$ cat src/rtl/gqi_pkg.sv
// Shared constants, types and term tables for the gyro quaternion integrator.
`default_nettype none
package gqi_pkg;

    localparam int RATE_W  = 16;
    localparam int Q_W     = 32;
    localparam int TS_W    = 24;
    localparam logic [TS_W-1:0] TS_RESET = 24'd16777;

    // Q1.30 one
    localparam logic signed [Q_W-1:0] Q_ONE = 32'sd1073741824;

    // serial multiplier geometry: multiplicand AW bits, multiplier up to BW bits
    localparam int MUL_AW = 36;
    localparam int MUL_BW = 31;
    localparam int MUL_PW = MUL_AW + MUL_BW;
    localparam int MUL_NB = $clog2(MUL_BW + 1);

    localparam int P_W  = 48;   // Hamilton product sum, Q.41
    localparam int V_W  = 37;   // q + delta, Q.30
    localparam int MG_W = 36;   // |v|
    localparam int MS_W = 31;   // |v| after normalising shift
    localparam int N_W  = 64;   // sum of squares
    localparam int R_W  = 32;   // integer square root

    localparam logic [N_W-1:0] COLLAPSE_TH = 64'd1152921504607;

    typedef struct packed {
        logic              start;
        logic [MUL_NB-1:0] nbits;
    } mul_ctl_t;

    // product terms, index = component*3 + term
    function automatic logic [1:0] term_q(input logic [3:0] k);
        logic [1:0] r;
        unique case (k)
            4'd0: r = 2'd1;  4'd1: r = 2'd2;  4'd2: r = 2'd3;
            4'd3: r = 2'd0;  4'd4: r = 2'd2;  4'd5: r = 2'd3;
            4'd6: r = 2'd0;  4'd7: r = 2'd1;  4'd8: r = 2'd3;
            4'd9: r = 2'd0;  4'd10: r = 2'd1; 4'd11: r = 2'd2;
            default: r = 2'd0;
        endcase
        return r;
    endfunction

    function automatic logic [1:0] term_w(input logic [3:0] k);
        logic [1:0] r;
        unique case (k)
            4'd0: r = 2'd0;  4'd1: r = 2'd1;  4'd2: r = 2'd2;
            4'd3: r = 2'd0;  4'd4: r = 2'd2;  4'd5: r = 2'd1;
            4'd6: r = 2'd1;  4'd7: r = 2'd2;  4'd8: r = 2'd0;
            4'd9: r = 2'd2;  4'd10: r = 2'd1; 4'd11: r = 2'd0;
            default: r = 2'd0;
        endcase
        return r;
    endfunction

    function automatic logic term_neg(input logic [3:0] k);
        logic r;
        unique case (k)
            4'd0, 4'd1, 4'd2, 4'd5, 4'd7, 4'd11: r = 1'b1;
            default: r = 1'b0;
        endcase
        return r;
    endfunction

endpackage
`default_nettype wire

$ cat src/rtl/gqi_serial_mul.sv
// Bit-serial shift-add multiplier, one multiplier bit per cycle.
`default_nettype none
module gqi_serial_mul (
    input  wire logic                          clk,
    input  wire logic                          rst_n,
    input  wire gqi_pkg::mul_ctl_t             ctl,
    input  wire logic [gqi_pkg::MUL_AW-1:0]    a,
    input  wire logic [gqi_pkg::MUL_BW-1:0]    b,
    output logic                               busy,
    output logic [gqi_pkg::MUL_PW-1:0]         product
);

    localparam int AW = gqi_pkg::MUL_AW;
    localparam int BW = gqi_pkg::MUL_BW;
    localparam int NB = gqi_pkg::MUL_NB;
    localparam logic [NB-1:0] BW_N = NB'(BW);

    logic [AW-1:0] a_reg, a_next;
    logic [AW-1:0] hi_reg, hi_next;
    logic [BW-1:0] lo_reg, lo_next;
    logic [NB-1:0] cnt_reg, cnt_next;
    logic [NB-1:0] nb_reg, nb_next;
    logic          busy_reg, busy_next;
    logic [AW:0]   sum;

    assign sum = {1'b0, hi_reg} + (lo_reg[0] ? {1'b0, a_reg} : '0);

    always_comb
    begin
        a_next    = a_reg;
        hi_next   = hi_reg;
        lo_next   = lo_reg;
        cnt_next  = cnt_reg;
        nb_next   = nb_reg;
        busy_next = busy_reg;
        if (ctl.start)
        begin
            a_next    = a;
            hi_next   = '0;
            lo_next   = b;
            cnt_next  = ctl.nbits;
            nb_next   = ctl.nbits;
            busy_next = 1'b1;
        end
        else if (busy_reg)
        begin
            hi_next  = sum[AW:1];
            lo_next  = {sum[0], lo_reg[BW-1:1]};
            cnt_next = cnt_reg - 1'b1;
            if (cnt_reg == NB'(1))
            begin
                busy_next = 1'b0;
            end
        end
    end

    always_ff @(posedge clk or negedge rst_n)
    begin
        if (!rst_n)
        begin
            busy_reg <= 1'b0;
            cnt_reg  <= '0;
        end
        else
        begin
            busy_reg <= busy_next;
            cnt_reg  <= cnt_next;
        end
    end

    always_ff @(posedge clk)
    begin
        a_reg  <= a_next;
        hi_reg <= hi_next;
        lo_reg <= lo_next;
        nb_reg <= nb_next;
    end

    // for an n-bit multiplier the product sits in the top AW+n bits
    assign busy    = busy_reg;
    assign product = {hi_reg, lo_reg} >> (BW_N - nb_reg);

endmodule
`default_nettype wire

$ cat src/rtl/gyro_quaternion_integrator_top.sv
// Top level of the gyro quaternion integrator: sequencer, root and divider.
// Work per sample: 12 x 16-bit, 4 x 24-bit and 4 x 31-bit serial multiplies, a 32-step
//   square root and four 31-step divides.
// Samples: one at a time; in_stall stays high until the result is written, and the work
//   is paced by the shared bit-serial multiplier and the one-bit-per-cycle root and divider.
// Reset: asynchronous, active low; attitude returns to identity, time_step to 16777.
`default_nettype none
module gyro_quaternion_integrator_top (
    input  wire logic                               clk,
    input  wire logic                               rst_n,
    // gyro sample channel
    input  wire logic                               in_valid,
    output logic                                    in_stall,
    input  wire logic signed [gqi_pkg::RATE_W-1:0]  rate_x,
    input  wire logic signed [gqi_pkg::RATE_W-1:0]  rate_y,
    input  wire logic signed [gqi_pkg::RATE_W-1:0]  rate_z,
    // attitude result channel
    output logic                                    out_valid,
    input  wire logic                               out_stall,
    output logic signed [gqi_pkg::Q_W-1:0]          out_w,
    output logic signed [gqi_pkg::Q_W-1:0]          out_x,
    output logic signed [gqi_pkg::Q_W-1:0]          out_y,
    output logic signed [gqi_pkg::Q_W-1:0]          out_z,
    output logic                                    collapsed,
    // time_step write channel
    input  wire logic                               cfg_valid,
    output logic                                    cfg_ready,
    input  wire logic [gqi_pkg::TS_W-1:0]           cfg_data
);

    localparam int RW  = gqi_pkg::RATE_W;
    localparam int QW  = gqi_pkg::Q_W;
    localparam int AW  = gqi_pkg::MUL_AW;
    localparam int BW  = gqi_pkg::MUL_BW;
    localparam int PW  = gqi_pkg::MUL_PW;
    localparam int NB  = gqi_pkg::MUL_NB;
    localparam int PSW = gqi_pkg::P_W;
    localparam int VW  = gqi_pkg::V_W;
    localparam int MGW = gqi_pkg::MG_W;
    localparam int MSW = gqi_pkg::MS_W;
    localparam int NW  = gqi_pkg::N_W;
    localparam int RTW = gqi_pkg::R_W;

    // sequencer states
    localparam logic [3:0] ST_IDLE      = 4'd0;
    localparam logic [3:0] ST_TERM      = 4'd1;
    localparam logic [3:0] ST_TERM_WAIT = 4'd2;
    localparam logic [3:0] ST_STEP      = 4'd3;
    localparam logic [3:0] ST_STEP_WAIT = 4'd4;
    localparam logic [3:0] ST_NORM      = 4'd5;
    localparam logic [3:0] ST_SQ        = 4'd6;
    localparam logic [3:0] ST_SQ_WAIT   = 4'd7;
    localparam logic [3:0] ST_CHECK     = 4'd8;
    localparam logic [3:0] ST_ROOT      = 4'd9;
    localparam logic [3:0] ST_DIV_LOAD  = 4'd10;
    localparam logic [3:0] ST_DIV       = 4'd11;
    localparam logic [3:0] ST_DIV_STORE = 4'd12;
    localparam logic [3:0] ST_OUT       = 4'd13;

    localparam logic [NB-1:0] NB_RATE = NB'(RW);
    localparam logic [NB-1:0] NB_TS   = NB'(gqi_pkg::TS_W);
    localparam logic [NB-1:0] NB_SQ   = NB'(MSW);

    logic [3:0]                   state_reg, state_next;
    logic [1:0]                   comp_reg, comp_next;    // quaternion component
    logic [1:0]                   t_reg, t_next;          // term within a component
    logic [4:0]                   cnt_reg, cnt_next;      // root / divide step count
    logic [gqi_pkg::TS_W-1:0]     ts_reg, ts_next;
    logic signed [RW-1:0]         rate_reg [3];
    logic signed [RW-1:0]         rate_next [3];
    logic signed [QW-1:0]         att_reg [4];
    logic signed [QW-1:0]         att_next [4];
    logic signed [PSW-1:0]        p_reg, p_next;
    logic                         neg_reg, neg_next;
    logic signed [VW-1:0]         v_reg [4];
    logic signed [VW-1:0]         v_next [4];
    logic [MSW-1:0]               mgs_reg [4];
    logic [MSW-1:0]               mgs_next [4];
    logic [2:0]                   s_reg, s_next;
    logic [NW-1:0]                n_reg, n_next;
    logic [NW-1:0]                sqn_reg, sqn_next;
    logic [NW-1:0]                res_reg, res_next;
    logic [NW-1:0]                bit_reg, bit_next;
    logic [RTW-1:0]               root_reg, root_next;
    logic [RTW-1:0]               rem_reg, rem_next;
    logic [MSW-1:0]               dd_reg, dd_next;
    logic [MSW-1:0]               quo_reg, quo_next;
    logic                         coll_reg, coll_next;
    logic                         ov_reg, ov_next;
    logic signed [QW-1:0]         ow_reg, ow_next, ox_reg, ox_next;
    logic signed [QW-1:0]         oy_reg, oy_next, oz_reg, oz_next;
    logic                         oc_reg, oc_next;

    gqi_pkg::mul_ctl_t            mul_ctl;
    logic [AW-1:0]                mul_a;
    logic [BW-1:0]                mul_b;
    logic                         mul_busy;
    logic [PW-1:0]                mul_p;

    // term decode
    logic [3:0]                   k;
    logic [1:0]                   kq, kw;
    logic signed [QW-1:0]         q_sel;
    logic signed [RW-1:0]         w_sel;
    logic [QW-2:0]                q_mag;
    logic [RW-1:0]                w_mag;

    // rounding of p to Q.30 and delta
    logic [PSW-1:0]               p_mag, p_rnd;
    logic [59:0]                  d_sum;
    logic [34:0]                  d_val;

    // norm
    logic [MGW-1:0]               v_mag [4];
    logic [MGW-1:0]               v_or;
    logic [2:0]                   s_val;

    // root step
    logic [NW-1:0]                root_try;
    logic [NW-1:0]                res_step;

    // divide step
    logic [61:0]                  div_d;
    logic [RTW:0]                 rem_sh;
    logic                         q_bit;
    logic [MSW-1:0]               quo_sat;
    logic [MSW-1:0]               quo_shift;

    assign k     = {comp_reg, 1'b0} + {2'b00, comp_reg} + {2'b00, t_reg};
    assign kq    = gqi_pkg::term_q(k);
    assign kw    = gqi_pkg::term_w(k);
    assign q_sel = att_reg[kq];
    assign w_sel = rate_reg[kw];
    assign q_mag = q_sel[QW-1] ? (QW-1)'(-q_sel) : q_sel[QW-2:0];
    assign w_mag = w_sel[RW-1] ? RW'(-w_sel) : w_sel;

    // round half away from zero on the magnitude, drop 11 fraction bits
    assign p_mag = p_reg[PSW-1] ? PSW'(-p_reg) : p_reg;
    assign p_rnd = p_mag + PSW'(1024);
    // delta = round(|p30| * dt / 2^25)
    assign d_sum = mul_p[59:0] + 60'd16777216;
    assign d_val = d_sum[59:25];

    always_comb
    begin
        for (int i = 0; i < 4; i++)
        begin
            v_mag[i] = v_reg[i][VW-1] ? MGW'(-v_reg[i]) : v_reg[i][MGW-1:0];
        end
    end

    // leading bit of the largest magnitude equals that of the OR of all of them
    assign v_or = v_mag[0] | v_mag[1] | v_mag[2] | v_mag[3];
    always_comb
    begin
        priority if (v_or[35]) s_val = 3'd5;
        else if (v_or[34])     s_val = 3'd4;
        else if (v_or[33])     s_val = 3'd3;
        else if (v_or[32])     s_val = 3'd2;
        else if (v_or[31])     s_val = 3'd1;
        else                   s_val = 3'd0;
    end

    assign root_try = res_reg + bit_reg;
    assign res_step = (sqn_reg >= root_try) ? ((res_reg >> 1) + bit_reg) : (res_reg >> 1);

    // dividend (|v| << 30) + r/2; quotient needs 31 bits because |v| never exceeds r
    assign div_d     = {1'b0, mgs_reg[comp_reg], 30'd0} + {31'd0, root_reg[RTW-1:1]};
    assign rem_sh    = {rem_reg, dd_reg[MSW-1]};
    assign q_bit     = rem_sh >= {1'b0, root_reg};
    assign quo_shift = {quo_reg[MSW-2:0], q_bit};
    assign quo_sat   = (quo_reg > MSW'(gqi_pkg::Q_ONE)) ? MSW'(gqi_pkg::Q_ONE) : quo_reg;

    always_comb
    begin
        state_next = state_reg;
        comp_next  = comp_reg;
        t_next     = t_reg;
        cnt_next   = cnt_reg;
        ts_next    = ts_reg;
        rate_next  = rate_reg;
        att_next   = att_reg;
        p_next     = p_reg;
        neg_next   = neg_reg;
        v_next     = v_reg;
        mgs_next   = mgs_reg;
        s_next     = s_reg;
        n_next     = n_reg;
        sqn_next   = sqn_reg;
        res_next   = res_reg;
        bit_next   = bit_reg;
        root_next  = root_reg;
        rem_next   = rem_reg;
        dd_next    = dd_reg;
        quo_next   = quo_reg;
        coll_next  = coll_reg;
        ov_next    = ov_reg;
        ow_next    = ow_reg;
        ox_next    = ox_reg;
        oy_next    = oy_reg;
        oz_next    = oz_reg;
        oc_next    = oc_reg;
        mul_ctl    = '{start: 1'b0, nbits: NB_RATE};
        mul_a      = '0;
        mul_b      = '0;

        if (ov_reg && !out_stall)
        begin
            ov_next = 1'b0;
        end

        if (cfg_valid && cfg_ready)
        begin
            ts_next = cfg_data;
        end

        unique case (state_reg)
            ST_IDLE:
            begin
                if (in_valid)
                begin
                    rate_next[0] = rate_x;
                    rate_next[1] = rate_y;
                    rate_next[2] = rate_z;
                    p_next       = '0;
                    comp_next    = 2'd0;
                    t_next       = 2'd0;
                    state_next   = ST_TERM;
                end
            end
            ST_TERM:
            begin
                mul_ctl    = '{start: 1'b1, nbits: NB_RATE};
                mul_a      = AW'(q_mag);
                mul_b      = BW'(w_mag);
                neg_next   = gqi_pkg::term_neg(k) ^ q_sel[QW-1] ^ w_sel[RW-1];
                state_next = ST_TERM_WAIT;
            end
            ST_TERM_WAIT:
            begin
                if (!mul_busy)
                begin
                    p_next = neg_reg ? p_reg - $signed({1'b0, mul_p[46:0]})
                                     : p_reg + $signed({1'b0, mul_p[46:0]});
                    if (t_reg == 2'd2)
                    begin
                        t_next     = 2'd0;
                        state_next = ST_STEP;
                    end
                    else
                    begin
                        t_next     = t_reg + 2'd1;
                        state_next = ST_TERM;
                    end
                end
            end
            ST_STEP:
            begin
                mul_ctl    = '{start: 1'b1, nbits: NB_TS};
                mul_a      = p_rnd[46:11];
                mul_b      = BW'(ts_reg);
                neg_next   = p_reg[PSW-1];
                state_next = ST_STEP_WAIT;
            end
            ST_STEP_WAIT:
            begin
                if (!mul_busy)
                begin
                    v_next[comp_reg] = neg_reg ?
                        VW'(att_reg[comp_reg]) - $signed({2'b00, d_val}) :
                        VW'(att_reg[comp_reg]) + $signed({2'b00, d_val});
                    p_next = '0;
                    comp_next = comp_reg + 2'd1;
                    state_next = (comp_reg == 2'd3) ? ST_NORM : ST_TERM;
                end
            end
            ST_NORM:
            begin
                s_next = s_val;
                for (int i = 0; i < 4; i++)
                begin
                    mgs_next[i] = MSW'(v_mag[i] >> s_val);
                end
                n_next     = '0;
                comp_next  = 2'd0;
                state_next = ST_SQ;
            end
            ST_SQ:
            begin
                mul_ctl    = '{start: 1'b1, nbits: NB_SQ};
                mul_a      = AW'(mgs_reg[comp_reg]);
                mul_b      = mgs_reg[comp_reg];
                state_next = ST_SQ_WAIT;
            end
            ST_SQ_WAIT:
            begin
                if (!mul_busy)
                begin
                    n_next     = n_reg + {2'b00, mul_p[61:0]};
                    comp_next  = comp_reg + 2'd1;
                    state_next = (comp_reg == 2'd3) ? ST_CHECK : ST_SQ;
                end
            end
            ST_CHECK:
            begin
                if (s_reg == 3'd0 && n_reg < gqi_pkg::COLLAPSE_TH)
                begin
                    // norm too small: back to identity
                    att_next[0] = gqi_pkg::Q_ONE;
                    att_next[1] = '0;
                    att_next[2] = '0;
                    att_next[3] = '0;
                    coll_next   = 1'b1;
                    state_next  = ST_OUT;
                end
                else
                begin
                    sqn_next   = n_reg;
                    res_next   = '0;
                    bit_next   = NW'(1) << 62;
                    cnt_next   = 5'd31;
                    state_next = ST_ROOT;
                end
            end
            ST_ROOT:
            begin
                if (sqn_reg >= root_try)
                begin
                    sqn_next = sqn_reg - root_try;
                end
                res_next = res_step;
                bit_next = bit_reg >> 2;
                cnt_next = cnt_reg - 5'd1;
                if (cnt_reg == 5'd0)
                begin
                    root_next  = (res_step[RTW-1:0] == '0) ? RTW'(1) : res_step[RTW-1:0];
                    comp_next  = 2'd0;
                    state_next = ST_DIV_LOAD;
                end
            end
            ST_DIV_LOAD:
            begin
                rem_next   = {1'b0, div_d[61:31]};
                dd_next    = div_d[30:0];
                quo_next   = '0;
                cnt_next   = 5'd30;
                state_next = ST_DIV;
            end
            ST_DIV:
            begin
                rem_next = q_bit ? RTW'(rem_sh - {1'b0, root_reg}) : rem_sh[RTW-1:0];
                quo_next = quo_shift;
                dd_next  = {dd_reg[MSW-2:0], 1'b0};
                cnt_next = cnt_reg - 5'd1;
                if (cnt_reg == 5'd0)
                begin
                    state_next = ST_DIV_STORE;
                end
            end
            ST_DIV_STORE:
            begin
                att_next[comp_reg] = v_reg[comp_reg][VW-1] ? -$signed({1'b0, quo_sat})
                                                            : $signed({1'b0, quo_sat});
                comp_next = comp_reg + 2'd1;
                if (comp_reg == 2'd3)
                begin
                    coll_next  = 1'b0;
                    state_next = ST_OUT;
                end
                else
                begin
                    state_next = ST_DIV_LOAD;
                end
            end
            ST_OUT:
            begin
                // output register free, or emptied in this same cycle
                if (!ov_reg || !out_stall)
                begin
                    ov_next    = 1'b1;
                    ow_next    = att_reg[0];
                    ox_next    = att_reg[1];
                    oy_next    = att_reg[2];
                    oz_next    = att_reg[3];
                    oc_next    = coll_reg;
                    state_next = ST_IDLE;
                end
            end
            default:
            begin
                state_next = ST_IDLE;
            end
        endcase
    end

    always_ff @(posedge clk or negedge rst_n)
    begin
        if (!rst_n)
        begin
            state_reg <= ST_IDLE;
            comp_reg  <= '0;
            t_reg     <= '0;
            cnt_reg   <= '0;
            ts_reg    <= gqi_pkg::TS_RESET;
            att_reg[0] <= gqi_pkg::Q_ONE;
            att_reg[1] <= '0;
            att_reg[2] <= '0;
            att_reg[3] <= '0;
            ov_reg    <= 1'b0;
        end
        else
        begin
            state_reg <= state_next;
            comp_reg  <= comp_next;
            t_reg     <= t_next;
            cnt_reg   <= cnt_next;
            ts_reg    <= ts_next;
            att_reg   <= att_next;
            ov_reg    <= ov_next;
        end
    end

    always_ff @(posedge clk)
    begin
        rate_reg <= rate_next;
        p_reg    <= p_next;
        neg_reg  <= neg_next;
        v_reg    <= v_next;
        mgs_reg  <= mgs_next;
        s_reg    <= s_next;
        n_reg    <= n_next;
        sqn_reg  <= sqn_next;
        res_reg  <= res_next;
        bit_reg  <= bit_next;
        root_reg <= root_next;
        rem_reg  <= rem_next;
        dd_reg   <= dd_next;
        quo_reg  <= quo_next;
        coll_reg <= coll_next;
        ow_reg   <= ow_next;
        ox_reg   <= ox_next;
        oy_reg   <= oy_next;
        oz_reg   <= oz_next;
        oc_reg   <= oc_next;
    end

    gqi_serial_mul u_mul (
        .clk     (clk),
        .rst_n   (rst_n),
        .ctl     (mul_ctl),
        .a       (mul_a),
        .b       (mul_b),
        .busy    (mul_busy),
        .product (mul_p)
    );

    assign in_stall  = (state_reg != ST_IDLE);
    assign cfg_ready = 1'b1;
    assign out_valid = ov_reg;
    assign out_w     = ow_reg;
    assign out_x     = ox_reg;
    assign out_y     = oy_reg;
    assign out_z     = oz_reg;
    assign collapsed = oc_reg;

`ifndef SYNTHESIS
    // a collapse result always carries the identity
    a_collapse_identity: assert property (@(posedge clk) disable iff (!rst_n)
        (out_valid && collapsed) |-> (out_w == gqi_pkg::Q_ONE && out_x == '0 &&
                                      out_y == '0 && out_z == '0))
        else $error("collapse result is not identity");

    // normalised components stay inside [-1, 1] in Q1.30
    a_result_range: assert property (@(posedge clk) disable iff (!rst_n)
        out_valid |-> (out_w <= gqi_pkg::Q_ONE && out_w >= -gqi_pkg::Q_ONE &&
                       out_x <= gqi_pkg::Q_ONE && out_x >= -gqi_pkg::Q_ONE &&
                       out_y <= gqi_pkg::Q_ONE && out_y >= -gqi_pkg::Q_ONE &&
                       out_z <= gqi_pkg::Q_ONE && out_z >= -gqi_pkg::Q_ONE))
        else $error("result component out of range");

    // the multiplier is only ever running while a sample is in work
    a_mul_idle: assert property (@(posedge clk) disable iff (!rst_n)
        (state_reg == ST_IDLE || state_reg == ST_OUT) |-> !mul_busy)
        else $error("multiplier busy outside a computation");
`endif

endmodule
`default_nettype wire
$ cat config.mk
export PLATFORM = sky130hd
export DESIGN_NAME = gyro_quaternion_integrator_top
export DESIGN_NICKNAME = d
export VERILOG_FILES = /design/src/rtl/gqi_pkg.sv /design/src/rtl/gqi_serial_mul.sv /design/src/rtl/gyro_quaternion_integrator_top.sv
export SDC_FILE = /design/constraint.sdc
export NUM_CORES = 2
export LEC_CHECK = 0
export BUFFER_PORTS_ARGS = -buffer_cell sky130_fd_sc_hd__buf_2
export CAP_MARGIN = 15
export CELL_PAD_IN_SITES_DETAIL_PLACEMENT = 0
export CELL_PAD_IN_SITES_GLOBAL_PLACEMENT = 1
export CORE_ASPECT_RATIO = 0.6
export CORE_MARGIN = 2
export CORE_UTILIZATION = 40
export DETAILED_ROUTE_END_ITERATION = 8
export HOLD_SLACK_MARGIN = 0.12
export PLACE_DENSITY_LB_ADDON = 0.1
export SLEW_MARGIN = 20
export SYNTH_ARGS = -nofsm -noshare
export SYNTH_HDL_FRONTEND = slang
export SYNTH_SLANG_ARGS = --single-unit
$ cat constraint.sdc
create_clock -name clk -period 24.3 [get_ports clk]
set_input_delay 2.43 -clock clk [delete_from_list [all_inputs] [get_ports clk]]
set_output_delay 2.43 -clock clk [all_outputs]
set_load 0.03 [all_outputs]
* After elaboration in Yosys (flattened, before gate mapping) *
Memory sizes are Yosys's and may differ from the RTL's.
Cells that the tools add are included.

storage, ports and cells
  register bits = 1164
  bits in latches = 0
  bits in writable memories = 0
  ROM bits = 64
  input bits = 77
  output and inout port bits = 132
  memories kept = 2

operators by class
  add/sub/neg operators = 28
  multipliers = 0
  div/mod/pow operators = 0
  magnitude comparators = 8
  equality and inequality tests = 33
  shifts and indexed selects = 5
  mux-type cells = 99
  bitwise operators = 9
  reduce and logical (&&, ||, !) cells = 39

memory list
  memory            depth  bits a word  read ports  clocked after memory_dff  write ports  RTL line       text
  (name not given)  16     2            1           0                         0            gqi_pkg.sv:48  unique case (k)
  (name not given)  16     2            1           0                         0            gqi_pkg.sv:36  unique case (k)

operators by type and width
  kind                                     number
  one-hot mux 64 bit (2 select lines)      4
  two-way mux 64 bit                       6
  one-hot mux 128 bit (2 select lines)     1
  two-way mux 32 bit                       7
  two-way mux 48 bit                       4
  two-way mux 31 bit                       6
  two-way mux 36 bit                       5
  bitwise mux 148 bit                      1
  two-way mux 37 bit                       4
  negator 36 bit                           4
  one-hot mux 48 bit (3 select lines)      1
  right shift 36 x 3 -> 31 bit             4
  binary-select mux 32 bit (select 2 bit)  2
  bitwise mux 128 bit                      1
  two-way mux 128 bit                      1
  one-hot mux 31 bit (2 select lines)      2
  bitwise OR 36 bit                        3
  one-hot mux 36 bit (3 select lines)      1
  one-hot mux 31 bit (3 select lines)      1
  binary-select mux 37 bit (select 2 bit)  1
  demux 37 bit (select 2 bit)              1
  right shift 67 x 5 -> 62 bit             1
  adder 63 x 64 -> 64 bit                  1
  adder 64 x 62 -> 64 bit                  1
  other kinds (70)                         158

* Depth between registers and ports, before layout *
  depth in word-level cells = 11
  gate-level depth with buffers = 28
  gate-level depth less buffers = 25

* Cells and area by module *
From an unflattened synthesis, not the netlist that was laid out.

second synthesis, totals
  cell total of the unflattened synthesis = 8950
  area total of the unflattened synthesis = 82465.3 um^2

by module, submodules not included
  module                          instances  cells an instance  area an instance (um^2)  sequential area each (um^2)
  gyro_quaternion_integrator_top  1          7880               72673.4                  29746.0
  gqi_serial_mul                  1          1070               9791.9                   3032.9

* Least setup slack after synthesis *
No wires, ideal clock.

  path kind = register to register
  from = register n_reg[0]
  to = register sqn_reg[0], enable pin
  library setup time = 0.583 ns
  data arrival time = 13.017 ns
  data required time = 23.717 ns
  path slack = 10.700 ns
  cell stages (with the launch flop) = 12
  buffers on the path = 0
  clock period less this slack = 13.600 ns
  cells stage by stage = edfxtp_1 > nand4_1 > o21bai_1 > a21oi_1 > o21bai_1 > a211o_1 > a211oi_1 > o31ai_1 > nand3_1 > and3_1 > nor3_1 > a21boi_0

on the way
  longest elaborated chain between the ends = 4

RTL lines
  item                                    RTL line                               text
  start: declaration                      gyro_quaternion_integrator_top.sv:80   logic [NW-1:0] n_reg, n_next;
  start signal: assignment                gyro_quaternion_integrator_top.sv:431  n_reg <= n_next;
  < comparator 64 x 41 -> 1 bit           gyro_quaternion_integrator_top.sv:306  if (s_reg == 3'd0 && n_reg < gqi_pkg::COLLAPSE_TH)
  logical AND 1 bit                       gyro_quaternion_integrator_top.sv:306
  inequality test 2 bit (no source line)  --
  AND reduction 3 bit (no source line)    --
  end signal: assignment                  gyro_quaternion_integrator_top.sv:432  sqn_reg <= sqn_next;
  end: declaration                        gyro_quaternion_integrator_top.sv:81   logic [NW-1:0] sqn_reg, sqn_next;

No other way between the ends.
A chain may end at the register's enable or synchronous reset.

* Worst setup path after layout *
  from = register res_reg[2]
  to = register root_reg[0] (data pin)

on the way
  longest elaborated chain between the ends = 4
  elaborated cells between the ends (all ways) = 5
  classes of those cells = 2 x add/sub; 1 x order compare; 1 x mux; 1 x reduce/logical

RTL lines
  item                      RTL line                               text
  start: declaration        gyro_quaternion_integrator_top.sv:82   logic [NW-1:0] res_reg, res_next;
  start signal: assignment  gyro_quaternion_integrator_top.sv:433  res_reg <= res_next;
  adder 64 bit              gyro_quaternion_integrator_top.sv:164  assign root_try = res_reg + bit_reg;
  >= comparator 64 bit      gyro_quaternion_integrator_top.sv:165  assign res_step = (sqn_reg >= root_try) ? ((res_reg >> 1) + bit_reg) : (res_reg >> 1);
  two-way mux 64 bit (*)    gyro_quaternion_integrator_top.sv:165
  logical NOT 32 bit        gyro_quaternion_integrator_top.sv:336  root_next = (res_step[RTW-1:0] == '0) ? RTW'(1) : res_step[RTW-1:0];
  end signal: assignment    gyro_quaternion_integrator_top.sv:435  root_reg <= root_next;
  end: declaration          gyro_quaternion_integrator_top.sv:84   logic [RTW-1:0] root_reg, root_next;

Every way passes the cells marked *; elsewhere a longest branch is shown, timed or not.

==> flow_summary.json <==
{
  "status": "completed",
  "grt_pass1_wl_um": 466000,
  "num_rows": 127,
  "drv_cap": 0,
  "synth_adder_area_share_pct": 5.95,
  "r2r_start": "res_reg[2]$_SDFFCE_PN0P_",
  "cp_data_required_time_ps": 24810,
  "dp_hpwl_um": 248000,
  "grt_usage_pct": 30.6,
  "wire_per_inst_um": 28.7,
  "fmax_mhz": 120,
  "min_from": "coll_reg$_DFFE_PP_",
  "rrSetupSlack_ps": 15930,
  "clock_latency_ps": 810,
  "period_share_pct": 34.4,
  "yosys.area.top_type_share_pct": 34.2,
  "placedInstanceArea_um2": 84600,
  "slew_headroom_pct": 12.0,
  "start_util_pct": 40.4,
  "powerDensity_nw_per_um2": 123,
  "crit_fanout": 43,
  "total_power_mw": 10.9,
  "cp.arrival_ps": 8880,
  "synth-compound-area-share_pct": 18.8,
  "worstSetupStartpointType": "register",
  "cts_max_level": 3,
  "synth_top_area_cell": "edfxtp_1",
  "vias_per_cell": 6.21,
  "core-area_um2": 200000,
  "synthXorXnorAreaFrac_pct": 7.67,
  "postSynthAreaPerCell_um2": 9.52,
  "drc": 0,
  "area_growth_syn_to_layout_pct": 9.70,
  "cts_setup_buffers": 0,
  "worst_slew_pin_slew_ps": 1310,
  "drt-pass1-iter-count": 6,
  "slowest_delay_ps": 820,
  "pin_count": 209,
  "postSynth.asyncResetShare_pct": 15.2,
  "synthTopCellsByArea": "edfxtp_1 34%, ha_1 5.8%, dfrtp_1 5.1%",
  "first_global_vias": 63700,
  "cts_sinks": 1129,
  "finalNetCount": 8940,
  "drt-initial-drc-count": 9480,
  "cts_resized": 0,
  "seq_area_frac_synth_pct": 40.4,
  "synthMuxAreaShare_pct": 6.57,
  "ys_seq_elements": 1129,
  "setup_violations": 0,
  "synthSimpleGateAreaFrac_pct": 17.0,
  "crit_chain": "ha_1 > a21oi_1 > o21ai_0 > a21o_1 > a211oi_1 > o21bai_1 > o311ai_1 > nand2_1 > a21o_1 > a21boi_0 > mux2i_1 > a2111oi_0 > ha_1 > a211oi_1 > inv_1 > o22ai_1 > a31o_2 > buf_4 > nor2_1 > xor2_1 > nor2_1 > nand4b_1 > o31ai_1",
  "drive_gt1_share_pct": 10.3,
  "criticalPathCategory": "reg -> reg",
  "synth_top_family_by_area": "compound AO/OA/AOI/OAI gates",
  "die_h_um": 352,
  "syn_nets": 8952,
  "rsz0062_at_grt": "no",
  "rr_worst_depth": 23,
  "die-area_um2": 206000,
  "synth_warnings": 0,
  "synthCells": 8495,
  "grt_antenna_before_repair": 31,
  "clockBufferDepth": 3,
  "synth-edff-count": 921,
  "synthTopCellsByCount": "973 x nand2_1, 921 x edfxtp_1, 724 x nor2_1, 543 x o21ai_0, 521 x a21oi_1",
  "hold_path_class": "reg -> reg",
  "post-synth-top-count-cell": "nand2_1",
  "largest_reg_flops": 148,
  "place_congestion": 0.987,
  "portBuffers": 207,
  "root_buffer": "clkbuf_16",
  "cts_buffers": 121,
  "multi_input_area_um2": 45700,
  "vias": 70200,
  "final_hold_viol_count": 0,
  "fillers": 19300,
  "p_leak_nw": 33.5,
  "final_cell_area_um2": 88700,
  "hold_depth": 0,
  "die_w_um": 585,
  "netlist_area_um2": 80900,
  "cts_tree": "done",
  "finClkSkew_ps": 83.9,
  "holdBufCountCts": 0,
  "regArea_um2": 32700,
  "grt-ovfl-total": 0,
  "ant_nets": 0,
  "maxSlewViolCount": 0,
  "hold_end": "collapsed$_DFFE_PP_",
  "vdd_drop_max_mv": 0.0988,
  "endpoint_kind": "register",
  "yosys.cell_types.count": 114,
  "drt-total-wl_um": 324000,
  "regToRegEndpoint": "root_reg[0]$_SDFFCE_PN1P_",
  "synth_ff_type": "edfxtp_1",
  "grt_max_degree": 120,
  "tns_ps": 0,
  "cp_slowest_cell": "a211oi_1",
  "min_period_ps": 8370,
  "clk_pin_slew_ps": 70
}
[power breakdown]
group	switching, mW	leakage (nW)	internal, mW
sequential	0.246	10.7	2.50
clock	0.891	2.00	1.09
combinational	4.23	20.8	1.99
[routing by layer]
metal | GRT usage [%] | up-vias | wire length (um)
met3 | 9.77 | 263 | 39800
met1 | 51.6 | 34800 | 164000
met5 | 0.811 | - | 294
met2 | 36.6 | 3479 | 116000
li1 | - | 31700 | -
met4 | 4.38 | 10 | 4260
[worst max path at each step]
| stage | slack [ps] | end | start |
|---|---|---|---|
| final | 15930 | root_reg[0]$_SDFFCE_PN1P_ | res_reg[2]$_SDFFCE_PN0P_ |
| after global routing | 15450 | root_reg[0]$_SDFFCE_PN1P_ | res_reg[2]$_SDFFCE_PN0P_ |
| after CTS | 15940 | root_reg[0]$_SDFFCE_PN1P_ | res_reg[2]$_SDFFCE_PN0P_ |
| after detailed placement | 16030 | root_reg[0]$_SDFFCE_PN1P_ | res_reg[2]$_SDFFCE_PN0P_ |
| after global placement | 15950 | root_reg[0]$_SDFFCE_PN1P_ | res_reg[6]$_SDFFCE_PN0P_ |
| after floorplan | 10700 | sqn_reg[0]$_DFFE_PP_ | n_reg[0]$_SDFFCE_PN0P_ |
[cell usage in the layout (no fill, tap or decap), types with 36 or more instances in the layout]
master / netlist / final
a31oi_1: 166 / 163
xor2_1: 324 / 321
o21a_1: 63 / 63
ha_1: 372 / 372
o21ai_0: 543 / 542
o21bai_1: 57 / 57
mux2i_1: 161 / 161
nor4_1: 71 / 67
nor2b_1: 72 / 71
xnor2_1: 381 / 372
a22o_1: 73 / 73
a21o_1: 166 / 166
o211ai_1: 69 / 69
o41ai_1: 39 / 38
o2bb2ai_1: 42 / 42
nand2b_1: 73 / 73
a22oi_1: 59 / 59
or3_1: 77 / 77
buf_4: 20 / 122
mux2_2: 62 / 62
nand3_1: 173 / 172
dfxtp_1: 36 / 36
nand4_1: 92 / 92
and2_1: 164 / 160
and3_1: 120 / 119
inv_1: 226 / 225
buf_2: 20 / 206
a211oi_1: 102 / 102
a21oi_1: 521 / 518
nor2_1: 724 / 714
edfxtp_1: 921 / 921
mux4_2: 133 / 133
o31ai_1: 89 / 88
nand2_1: 973 / 972
dfrtp_1: 166 / 163
clkbuf_16: 0 / 121
nor3_1: 170 / 164
[metrics by stage]
step	hold slack, ps	std cells	setup WS, ps	utilization (%)
3_5_place_dp	409	11100	16030	42.2
4_1_cts	425	11300	15940	44.3
3_3_place_gp	412	11100	15950	42.2
6_report	428	11300	15930	44.3
2_1_floorplan	400	8495	10700	-
5_1_grt	446	11300	15450	44.3
[cell type report]
cell class / count / share of cell area (%)
repair buffers: 330 / 2.23
well taps: 2709 / 3.82
multi-input cells: 6668 / 51.5
inverters: 233 / 0.997
diodes: 11 / 0.0310
clock inverters: 74 / 0.977
clock buffers: 152 / 3.63
flip-flops and latches: 1129 / 36.8
[kinds of logic (layout without fill, tap and decap cells)]
group,Yosys count,after routing
simple gates,2896,2896
xor+xnor,707,707
fa+ha+maj,380,380
other cells,1,12
compound gates,2327,2327
buf+inv,698,789
mux,357,357
flops,1129,1129
[worst max-delay path: cells and delay by family (launching register included)]
family,cells,cell delay [ps]
AO/OA/AOI/OAI,13,4980
adder cells (fa/ha/maj),2,770
buffers and inverters,2,580
AND/OR/NAND/NOR,4,550
flip-flops,1,530
XOR/XNOR,1,480
multiplexers,1,120
(Power assumes the default switching activity.)
